File: src/design/fra_pkg.sv
// Shared types and constants for the analog receive parser.
// No dependencies; every other design file depends on this package.
package fra_pkg;

    // Input request kinds.
    localparam logic MODE_BYTE  = 1'b0;
    localparam logic MODE_QUERY = 1'b1;

    // Framing and command bytes on the link.
    localparam logic [7:0] SYSEX_START   = 8'hF0;
    localparam logic [7:0] SYSEX_END     = 8'hF7;
    localparam logic [7:0] MAP_RESPONSE  = 8'h6A;
    localparam logic [3:0] ANALOG_OPCODE = 4'hE;

    // Result kinds.
    localparam logic [1:0] EV_SAMPLE = 2'd0;
    localparam logic [1:0] EV_MAP    = 2'd1;
    localparam logic [1:0] EV_QUERY  = 2'd2;

    localparam int CHANNEL_COUNT = 16;
    localparam int CH_W          = 4;
    localparam int VALUE_W       = 14;
    localparam int DATA_W        = 7;
    localparam int PIN_W         = 7;
    localparam int ENTRY_W       = 7;

    typedef struct packed {
        logic       mode;
        logic [7:0] rx_byte;
        logic [7:0] query_pin;
    } in_item_t;

    typedef struct packed {
        logic [1:0]         event_res;
        logic [CH_W-1:0]    channel;
        logic [VALUE_W-1:0] sample_value;
        logic [PIN_W-1:0]   digital_pin;
        logic               found;
        logic               fresh;
        logic [ENTRY_W-1:0] map_entries;
    } out_item_t;

endpackage

File: src/design/fra_if.sv
// Valid/ready channel interfaces for requests into and results out of the parser.
// Depends on fra_pkg for the payload types.
interface fra_in_if;
    logic               valid;
    logic               ready;
    fra_pkg::in_item_t  data;

    modport source (output valid, output data, input ready);
    modport sink   (input valid, input data, output ready);
endinterface

interface fra_out_if;
    logic               valid;
    logic               ready;
    fra_pkg::out_item_t data;

    modport source (output valid, output data, input ready);
    modport sink   (input valid, input data, output ready);
endinterface

File: src/design/firmata_rx_analog_parser.sv
// A link byte that completes a sample shows its result in the cycle after acceptance; a
// query answers through ST_QUERY and the result register; a map frame answers once the
// rebuild has applied its map bytes. Throughput: one link byte per cycle while idle with the
// result register free or being emptied. A query holds off requests in ST_QUERY, which waits
// on the registered pin map read; a rebuild holds them off while it walks the sysex buffer.
// Reset is asynchronous and clears all control state and valid bits at once.
module firmata_rx_analog_parser #(
    parameter int PIN_COUNT   = 128,
    parameter int SYSEX_DEPTH = 80
) (
    input logic      clk,
    input logic      rst_n,
    fra_in_if.sink   item,
    fra_out_if.source result
);
    import fra_pkg::*;

    localparam int PIN_AW = $clog2(PIN_COUNT);
    localparam int SX_AW  = $clog2(SYSEX_DEPTH);
    localparam int SX_CW  = $clog2(SYSEX_DEPTH + 1);

    // Top-level sequencer: idle, query answer, and the two halves of one map entry.
    typedef enum logic [3:0] {
        ST_IDLE  = 4'b0001,
        ST_QUERY = 4'b0010,
        ST_LD_RD = 4'b0100,
        ST_LD_WR = 4'b1000
    } state_t;

    // Analog message phase outside sysex.
    typedef enum logic [2:0] {
        PH_IDLE = 3'b001,
        PH_LSB  = 3'b010,
        PH_MSB  = 3'b100
    } phase_t;

    state_t state_reg, state_next;
    phase_t phase_reg, phase_next;

    logic               inside_reg, inside_next;
    logic [SX_CW-1:0]   sx_count_reg, sx_count_next;
    logic               head_map_reg, head_map_next;
    logic [CH_W-1:0]    pend_ch_reg, pend_ch_next;
    logic [7:0]         low_reg, low_next;

    // Per-channel sample values, fresh flags and the channel-to-pin map.
    logic [VALUE_W-1:0] samples_reg [CHANNEL_COUNT];
    logic [VALUE_W-1:0] samples_next [CHANNEL_COUNT];
    logic [CHANNEL_COUNT-1:0] fresh_reg, fresh_next;
    logic [PIN_W-1:0]   poc_pin_reg [CHANNEL_COUNT];
    logic [PIN_W-1:0]   poc_pin_next [CHANNEL_COUNT];
    logic [CHANNEL_COUNT-1:0] poc_valid_reg, poc_valid_next;

    // Pin-to-channel map: memory plus one valid bit per pin, so a rebuild
    // clears the whole map at once.
    logic [CH_W-1:0]      cop_mem [PIN_COUNT];
    logic [CH_W-1:0]      cop_rdata_reg;
    logic [PIN_COUNT-1:0] cop_valid_reg, cop_valid_next;
    logic                 cop_we;

    // Sysex frame buffer.
    logic [7:0]       sx_mem [SYSEX_DEPTH];
    logic [7:0]       sx_rdata_reg;
    logic             sx_we;
    logic             sx_re;
    logic [SX_AW-1:0] sx_raddr;

    logic [7:0]         q_pin_reg, q_pin_next;
    logic [ENTRY_W-1:0] ld_idx_reg, ld_idx_next;
    logic [ENTRY_W-1:0] ld_lim_reg, ld_lim_next;

    logic      out_valid_reg, out_valid_next;
    out_item_t out_data_reg, out_data_next;

    logic               in_ready;
    logic               accept;
    logic [7:0]         rx_b;
    logic [SX_CW-1:0]   sx_len;
    logic [VALUE_W-1:0] new_value;
    logic               q_in_pins;
    logic               pin_hit;
    logic               chan_hit;
    logic [CH_W-1:0]    q_ch;
    logic [PIN_W-1:0]   q_dig;

    // A request is taken only in idle, and only when the result register is
    // free or is being emptied in the same cycle.
    assign in_ready = (state_reg == ST_IDLE) && (!out_valid_reg || result.ready);
    assign accept   = item.valid && in_ready;
    assign rx_b     = item.data.rx_byte;

    assign item.ready   = in_ready;
    assign result.valid = out_valid_reg;
    assign result.data  = out_data_reg;

    // Map length is the frame length less the response command byte.
    assign sx_len    = sx_count_reg - SX_CW'(1);
    // The low byte's top bit overlaps the lowest data bit of the high byte.
    assign new_value = VALUE_W'(low_reg) | {rx_b[DATA_W-1:0], 7'b0};

    // Query resolution, first as a pin number, then as a channel number.
    assign q_in_pins = (q_pin_reg < 8'(PIN_COUNT));
    assign pin_hit   = q_in_pins && cop_valid_reg[q_pin_reg[PIN_AW-1:0]];
    assign chan_hit  = (q_pin_reg[7:CH_W] == '0) && poc_valid_reg[q_pin_reg[CH_W-1:0]];
    assign q_ch      = pin_hit ? cop_rdata_reg : q_pin_reg[CH_W-1:0];
    assign q_dig     = pin_hit ? q_pin_reg[PIN_W-1:0] : poc_pin_reg[q_pin_reg[CH_W-1:0]];

    always_comb
    begin
        state_next     = state_reg;
        phase_next     = phase_reg;
        inside_next    = inside_reg;
        sx_count_next  = sx_count_reg;
        head_map_next  = head_map_reg;
        pend_ch_next   = pend_ch_reg;
        low_next       = low_reg;
        samples_next   = samples_reg;
        fresh_next     = fresh_reg;
        poc_pin_next   = poc_pin_reg;
        poc_valid_next = poc_valid_reg;
        cop_valid_next = cop_valid_reg;
        q_pin_next     = q_pin_reg;
        ld_idx_next    = ld_idx_reg;
        ld_lim_next    = ld_lim_reg;
        out_valid_next = out_valid_reg && !result.ready;
        out_data_next  = out_data_reg;
        sx_we          = 1'b0;
        sx_re          = 1'b0;
        sx_raddr       = SX_AW'(ld_idx_reg + ENTRY_W'(1));
        cop_we         = 1'b0;

        unique case (state_reg)
            ST_IDLE:
            begin
                if (accept)
                begin
                    if (item.data.mode == MODE_QUERY)
                    begin
                        q_pin_next = item.data.query_pin;
                        state_next = ST_QUERY;
                    end
                    else if (inside_reg)
                    begin
                        if (rx_b == SYSEX_END)
                        begin
                            inside_next   = 1'b0;
                            sx_count_next = '0;
                            if ((sx_count_reg != '0) && head_map_reg)
                            begin
                                // Both maps are cleared before the rebuild starts.
                                poc_valid_next = '0;
                                cop_valid_next = '0;
                                ld_idx_next    = '0;
                                if (int'(sx_len) > PIN_COUNT)
                                    ld_lim_next = ENTRY_W'(PIN_COUNT);
                                else
                                    ld_lim_next = ENTRY_W'(sx_len);
                                state_next = ST_LD_RD;
                            end
                        end
                        else if (sx_count_reg < SX_CW'(SYSEX_DEPTH))
                        begin
                            sx_we         = 1'b1;
                            sx_count_next = sx_count_reg + SX_CW'(1);
                            if (sx_count_reg == '0)
                                head_map_next = (rx_b == MAP_RESPONSE);
                        end
                    end
                    else if (rx_b == SYSEX_START)
                    begin
                        inside_next   = 1'b1;
                        sx_count_next = '0;
                    end
                    else
                    begin
                        unique case (phase_reg)
                            PH_LSB:
                            begin
                                low_next   = rx_b;
                                phase_next = PH_MSB;
                            end
                            PH_MSB:
                            begin
                                samples_next[pend_ch_reg] = new_value;
                                fresh_next[pend_ch_reg]   = 1'b1;
                                phase_next                = PH_IDLE;
                                out_valid_next            = 1'b1;
                                out_data_next             = '0;
                                out_data_next.event_res    = EV_SAMPLE;
                                out_data_next.channel      = pend_ch_reg;
                                out_data_next.sample_value = new_value;
                            end
                            PH_IDLE:
                            begin
                                if (rx_b[7:4] == ANALOG_OPCODE)
                                begin
                                    pend_ch_next = rx_b[CH_W-1:0];
                                    phase_next   = PH_LSB;
                                end
                            end
                            default:
                            begin
                                phase_next = PH_IDLE;
                            end
                        endcase
                    end
                end
            end

            ST_QUERY:
            begin
                out_valid_next          = 1'b1;
                out_data_next           = '0;
                out_data_next.event_res = EV_QUERY;
                if (pin_hit || chan_hit)
                begin
                    out_data_next.channel      = q_ch;
                    out_data_next.sample_value = samples_reg[q_ch];
                    out_data_next.digital_pin  = q_dig;
                    out_data_next.found        = 1'b1;
                    out_data_next.fresh        = fresh_reg[q_ch];
                    fresh_next[q_ch]           = 1'b0;
                end
                state_next = ST_IDLE;
            end

            ST_LD_RD:
            begin
                if (ld_idx_reg == ld_lim_reg)
                begin
                    out_valid_next            = 1'b1;
                    out_data_next             = '0;
                    out_data_next.event_res   = EV_MAP;
                    out_data_next.map_entries = ld_lim_reg;
                    state_next                = ST_IDLE;
                end
                else
                begin
                    sx_re      = 1'b1;
                    state_next = ST_LD_WR;
                end
            end

            ST_LD_WR:
            begin
                // Channel bytes of sixteen or more leave the pin unmapped.
                if (sx_rdata_reg[7:CH_W] == '0)
                begin
                    cop_we = 1'b1;
                    cop_valid_next[ld_idx_reg[PIN_AW-1:0]] = 1'b1;
                    poc_pin_next[sx_rdata_reg[CH_W-1:0]]   = PIN_W'(ld_idx_reg);
                    poc_valid_next[sx_rdata_reg[CH_W-1:0]] = 1'b1;
                end
                ld_idx_next = ld_idx_reg + ENTRY_W'(1);
                state_next  = ST_LD_RD;
            end

            default:
            begin
                state_next = ST_IDLE;
            end
        endcase
    end

    always_ff @(posedge clk or negedge rst_n)
    begin
        if (!rst_n)
        begin
            state_reg     <= ST_IDLE;
            phase_reg     <= PH_IDLE;
            inside_reg    <= 1'b0;
            sx_count_reg  <= '0;
            head_map_reg  <= 1'b0;
            pend_ch_reg   <= '0;
            low_reg       <= '0;
            fresh_reg     <= '0;
            poc_valid_reg <= '0;
            cop_valid_reg <= '0;
            ld_idx_reg    <= '0;
            ld_lim_reg    <= '0;
            out_valid_reg <= 1'b0;
            for (int i = 0; i < CHANNEL_COUNT; i++)
            begin
                samples_reg[i] <= '0;
            end
        end
        else
        begin
            state_reg     <= state_next;
            phase_reg     <= phase_next;
            inside_reg    <= inside_next;
            sx_count_reg  <= sx_count_next;
            head_map_reg  <= head_map_next;
            pend_ch_reg   <= pend_ch_next;
            low_reg       <= low_next;
            fresh_reg     <= fresh_next;
            poc_valid_reg <= poc_valid_next;
            cop_valid_reg <= cop_valid_next;
            ld_idx_reg    <= ld_idx_next;
            ld_lim_reg    <= ld_lim_next;
            out_valid_reg <= out_valid_next;
            samples_reg   <= samples_next;
        end
    end

    // Payload registers carry no reset.
    always_ff @(posedge clk)
    begin
        q_pin_reg    <= q_pin_next;
        out_data_reg <= out_data_next;
        poc_pin_reg  <= poc_pin_next;
    end

    // Sysex buffer: written at the fill count, read during a map rebuild.
    always_ff @(posedge clk)
    begin
        if (sx_we)
            sx_mem[sx_count_reg[SX_AW-1:0]] <= rx_b;
        if (sx_re)
            sx_rdata_reg <= sx_mem[sx_raddr];
    end

    // Pin map memory: written during a rebuild, read when a query is taken.
    always_ff @(posedge clk)
    begin
        if (cop_we)
            cop_mem[ld_idx_reg[PIN_AW-1:0]] <= sx_rdata_reg[CH_W-1:0];
        if (accept && (item.data.mode == MODE_QUERY))
            cop_rdata_reg <= cop_mem[item.data.query_pin[PIN_AW-1:0]];
    end

endmodule

File: src/flat_wrapper.sv
// flat-port wrapper written by rule: the top's interface ports become plain ports
module firmata_rx_analog_parser_flat import fra_pkg::*;
#(
    parameter int PIN_COUNT   = 128,
    parameter int SYSEX_DEPTH = 80
)
  (clk, rst_n, item_valid, item_data, item_ready, result_valid, result_data, result_ready);
  fra_in_if item_i ();
  fra_out_if result_i ();
  input logic clk;
  input logic rst_n;
  input wire logic [$bits(item_i.valid)-1:0] item_valid;
  input wire logic [$bits(item_i.data)-1:0] item_data;
  output wire logic [$bits(item_i.ready)-1:0] item_ready;
  output wire logic [$bits(result_i.valid)-1:0] result_valid;
  output wire logic [$bits(result_i.data)-1:0] result_data;
  input wire logic [$bits(result_i.ready)-1:0] result_ready;
  assign item_i.valid = item_valid;
  assign item_i.data = item_data;
  assign item_ready = item_i.ready;
  assign result_valid = result_i.valid;
  assign result_data = result_i.data;
  assign result_i.ready = result_ready;
  firmata_rx_analog_parser #(.PIN_COUNT(PIN_COUNT), .SYSEX_DEPTH(SYSEX_DEPTH)) u_core (.clk(clk), .rst_n(rst_n), .item(item_i), .result(result_i));
endmodule
File: config.mk
export PLATFORM = sky130hd
export DESIGN_NAME = firmata_rx_analog_parser_flat
export DESIGN_NICKNAME = d
export VERILOG_FILES = /design/src/design/fra_pkg.sv /design/src/design/fra_if.sv /design/src/design/firmata_rx_analog_parser.sv /design/src/flat_wrapper.sv
export SDC_FILE = /design/constraint.sdc
export NUM_CORES = 2
export LEC_CHECK = 0
export BUFFER_PORTS_ARGS = -buffer_cell sky130_fd_sc_hd__buf_2
export CORE_MARGIN = 5
export CORE_UTILIZATION = 40
export DETAILED_ROUTE_END_ITERATION = 7
export GPL_TIMING_DRIVEN = 0
export SLEW_MARGIN = 20
export SYNTH_ARGS = -nofsm -noshare
export SYNTH_HDL_FRONTEND = slang
export SYNTH_SLANG_ARGS = --single-unit
export TNS_END_PERCENT = 100
File: constraint.sdc
create_clock -name clk -period 7.21 [get_ports clk]
set_input_delay 1.442 -clock clk [delete_from_list [all_inputs] [get_ports clk]]
set_output_delay 1.442 -clock clk [all_outputs]
set_load 0.01 [all_outputs]
==> metrics.yaml <==
status: "finished clean"
dp_hpwl_mm: 120
start_util_pct: 40.1
io_buffer_count: 58
post-route-period-util_pct: 76.2
fillCellCount: 14900
die_y_um: 429
synth-async-reset-ratio_pct: 24.4
syn_inst: 3889
setup_ws_ns: 1.72
numClockSinks: 1747
ios: 59
overflow: 0
vias: 37800
placed_area_mm2: 0.0745
hold_class: "flop to flop"
core_area_mm2: 0.176
cts_tree: "built"
grt_max_degree: 99
p_total_mw: 23.8
setup_viol: 0
grtUsageTotal_pct: 19.4
p_leak_nw: 27.9
critPathMaxFanout: 10
maxSlewViolCount: 0
synth_ff_type: "edfxtp_1"
hold_viol_final: 0
clockBufferDepth: 3
cap_violations: 0
rows: 154
first_pass_iters: 6
cts_hold_buf: 0
crit_path_end_kind: "flop"
hold_slack_ns: 0.485
peakVddDrop_uv: 252
clock_latency_ns: 0.81
largest_register_ff_count: 640
num-nets-final: 4197
grt_pass1_wl_mm: 266
critPathRequiredTime_ns: 7.78
tightest_slew_ns: 1.16
layout-drive-gt1-share_pct: 26.0
critical_path_class: "flop to flop"
design_area_mm2: 0.0802
skew_ns: 0.0520
grt_pass1_vias: 38200
yosysSeqAreaShare_pct: 71.5
gp_congestion: 0.821
rsz0062_at_grt: "no"
num_antenna_cells: 0
maxSlewHeadroom_pct: 22.4
worstPathArrival_ns: 6.06
startpoint_type: "flop"
avgRoutedWirePerCell_um: 27.2
cts_made_buffers: 177
syn_avg_cell_area_um2: 18.1
synth-seq-cells: 1747
synth_cell_types: 66
synth_edf_count: 1320
die_w_um: 429
root_buffer: "clkbuf_16"
final_core_utilization_pct: 45.7
period_needed_ns: 5.49
area_delta_synth_final_pct: 14.1
drt_iter0_drc: 3695
synthesis.nets: 3914
fmax_ghz: 0.182
h-tree-depth: 4
antenna_found_initial: 0
via_per_inst: 5.67
clkTransAtPathRegs_ns: 0.06
post-place-ws_ns: 1.09
wl_mm: 181
power.density_mw_per_mm2: 297
drc: 0
cts_resized: 0
die-area_mm2: 0.184
synth_area_mm2: 0.0703
postCtsSetupRepairBufs: 0
synth-warning-count: 0
ant_nets: 0
critical path, cell delays in order, from the launching register on:
cell,delay [ns]
edfxtp_1,0.31
buf_2,0.26
buf_2,0.32
buf_2,0.32
buf_2,0.46
mux4_2,0.31
a22oi_1,0.07
a31oi_1,0.34
a32o_1,0.25
buf_6,0.19
buf_2,0.32
a31oi_4,0.14
nor2_1,0.65
clkbuf_1,0.73
nand3_1,0.15
o21ai_1,0.38
cells in the mapped netlist (5+ instances only):
cell type	count	share of area, %
buf_6	8	0.13
nor2_1	447	2.4
nand3_1	25	0.18
o21ai_1	48	0.34
dfrtp_1	425	15
and2_1	16	0.14
buf_2	21	0.15
and3_1	19	0.17
a22oi_1	14	0.15
nand3b_1	5	0.053
buf_1	38	0.20
o21ai_0	45	0.32
mux2i_1	23	0.33
a22o_1	8	0.10
inv_1	22	0.12
o22ai_1	108	0.96
nand2b_1	16	0.14
nor4b_1	6	0.075
clkbuf_1	158	0.84
a31oi_1	7	0.062
xor2_1	12	0.15
xnor2_1	8	0.10
a32o_1	14	0.20
nand4_1	10	0.089
mux4_2	432	14
o22ai_2	13	0.23
buf_4	11	0.12
nand2_1	93	0.50
mux2_2	236	3.8
a21oi_1	174	1.2
nor2b_1	28	0.25
edfxtp_1	1320	56
nor3_1	21	0.15
mux4_1	6	0.22
through the flow:
stage | std cells | setup TNS (ns)
final | 6658 | 0
after global routing | 6658 | 0
after CTS | 6658 | 0
after detailed placement | 6333 | 0
after global placement | 6287 | -1685.19
after floorplan | 3889 | 0
layout make-up:
type / count / area [um2] / area share [%]
Inverter: 23 / 86.3 / 0.108
Sequential cell: 1747 / 50300 / 62.7
Clock inverter: 85 / 817 / 1.02
Buffer: 238 / 1060 / 1.32
Multi-Input combinational cell: 1881 / 19000 / 23.7
Clock buffer: 240 / 4870 / 6.07
Tap cell: 2340 / 2930 / 3.65
Timing Repair Buffer: 104 / 1180 / 1.47
per-layer routing:
layer	wire length [um]	global-route usage, %
met1	77600	27.6
met2	86900	31.2
met3	11400	3.28
met4	5090	5.55
met5	0	0
cell usage in the layout (no fill, tap or decap), types with 17 or more instances in the layout:
cell type,Yosys,final
and3_1,19,19
buf_16,0,17
buf_1,38,32
nand2_1,93,93
inv_1,22,22
clkbuf_16,0,179
clkinv_1,1,29
dfrtp_1,425,425
nand3_1,25,25
mux2_2,236,236
edfxtp_1,1320,1320
nor2_1,447,446
clkinv_2,0,28
buf_8,1,20
buf_4,11,24
o21ai_0,45,45
a21oi_1,174,173
o21ai_1,48,48
nor2b_1,28,28
mux2i_1,23,23
buf_2,21,74
o22ai_1,108,108
clkbuf_1,158,199
mux4_2,432,432
logic make-up after synthesis:
| group | share of synthesized area, % |
|---|---|
| compound gates | 3.95 |
| flops | 71.5 |
| xor+xnor | 0.249 |
| buf+inv | 1.61 |
| mux | 18.3 |
| fa+ha+maj | 0.0712 |
| simple gates | 4.30 |
final timing paths:
path,from,end,slack [ns],cells after the start
setup / recovery,u_core.q_pin_reg[3]$_DFFE_PP_,u_core.result.data[23]$_DFFE_PP_,1.72,15
hold / removal,u_core.samples_reg[133]$_DFFE_PN0P_,u_core.samples_reg[133]$_DFFE_PN0P_,0.48,2
setup reg to reg,u_core.q_pin_reg[3]$_DFFE_PP_,u_core.result.data[23]$_DFFE_PP_,1.72,15
hold reg to reg,u_core.samples_reg[133]$_DFFE_PN0P_,u_core.samples_reg[133]$_DFFE_PN0P_,0.48,2
max in group asynchronous,rst_n,u_core.cop_valid_reg[41]$_DFFE_PN0P_,5.57,2
min in group asynchronous,rst_n,u_core.samples_reg[87]$_DFFE_PN0P_,0.62,1
report_power, final:
part / switching [mW] / internal (mW)
Clock: 3.90 / 5.08
Sequential: 0.114 / 11.0
Combinational: 2.13 / 1.57
Power figures use the tool's default switching activity.
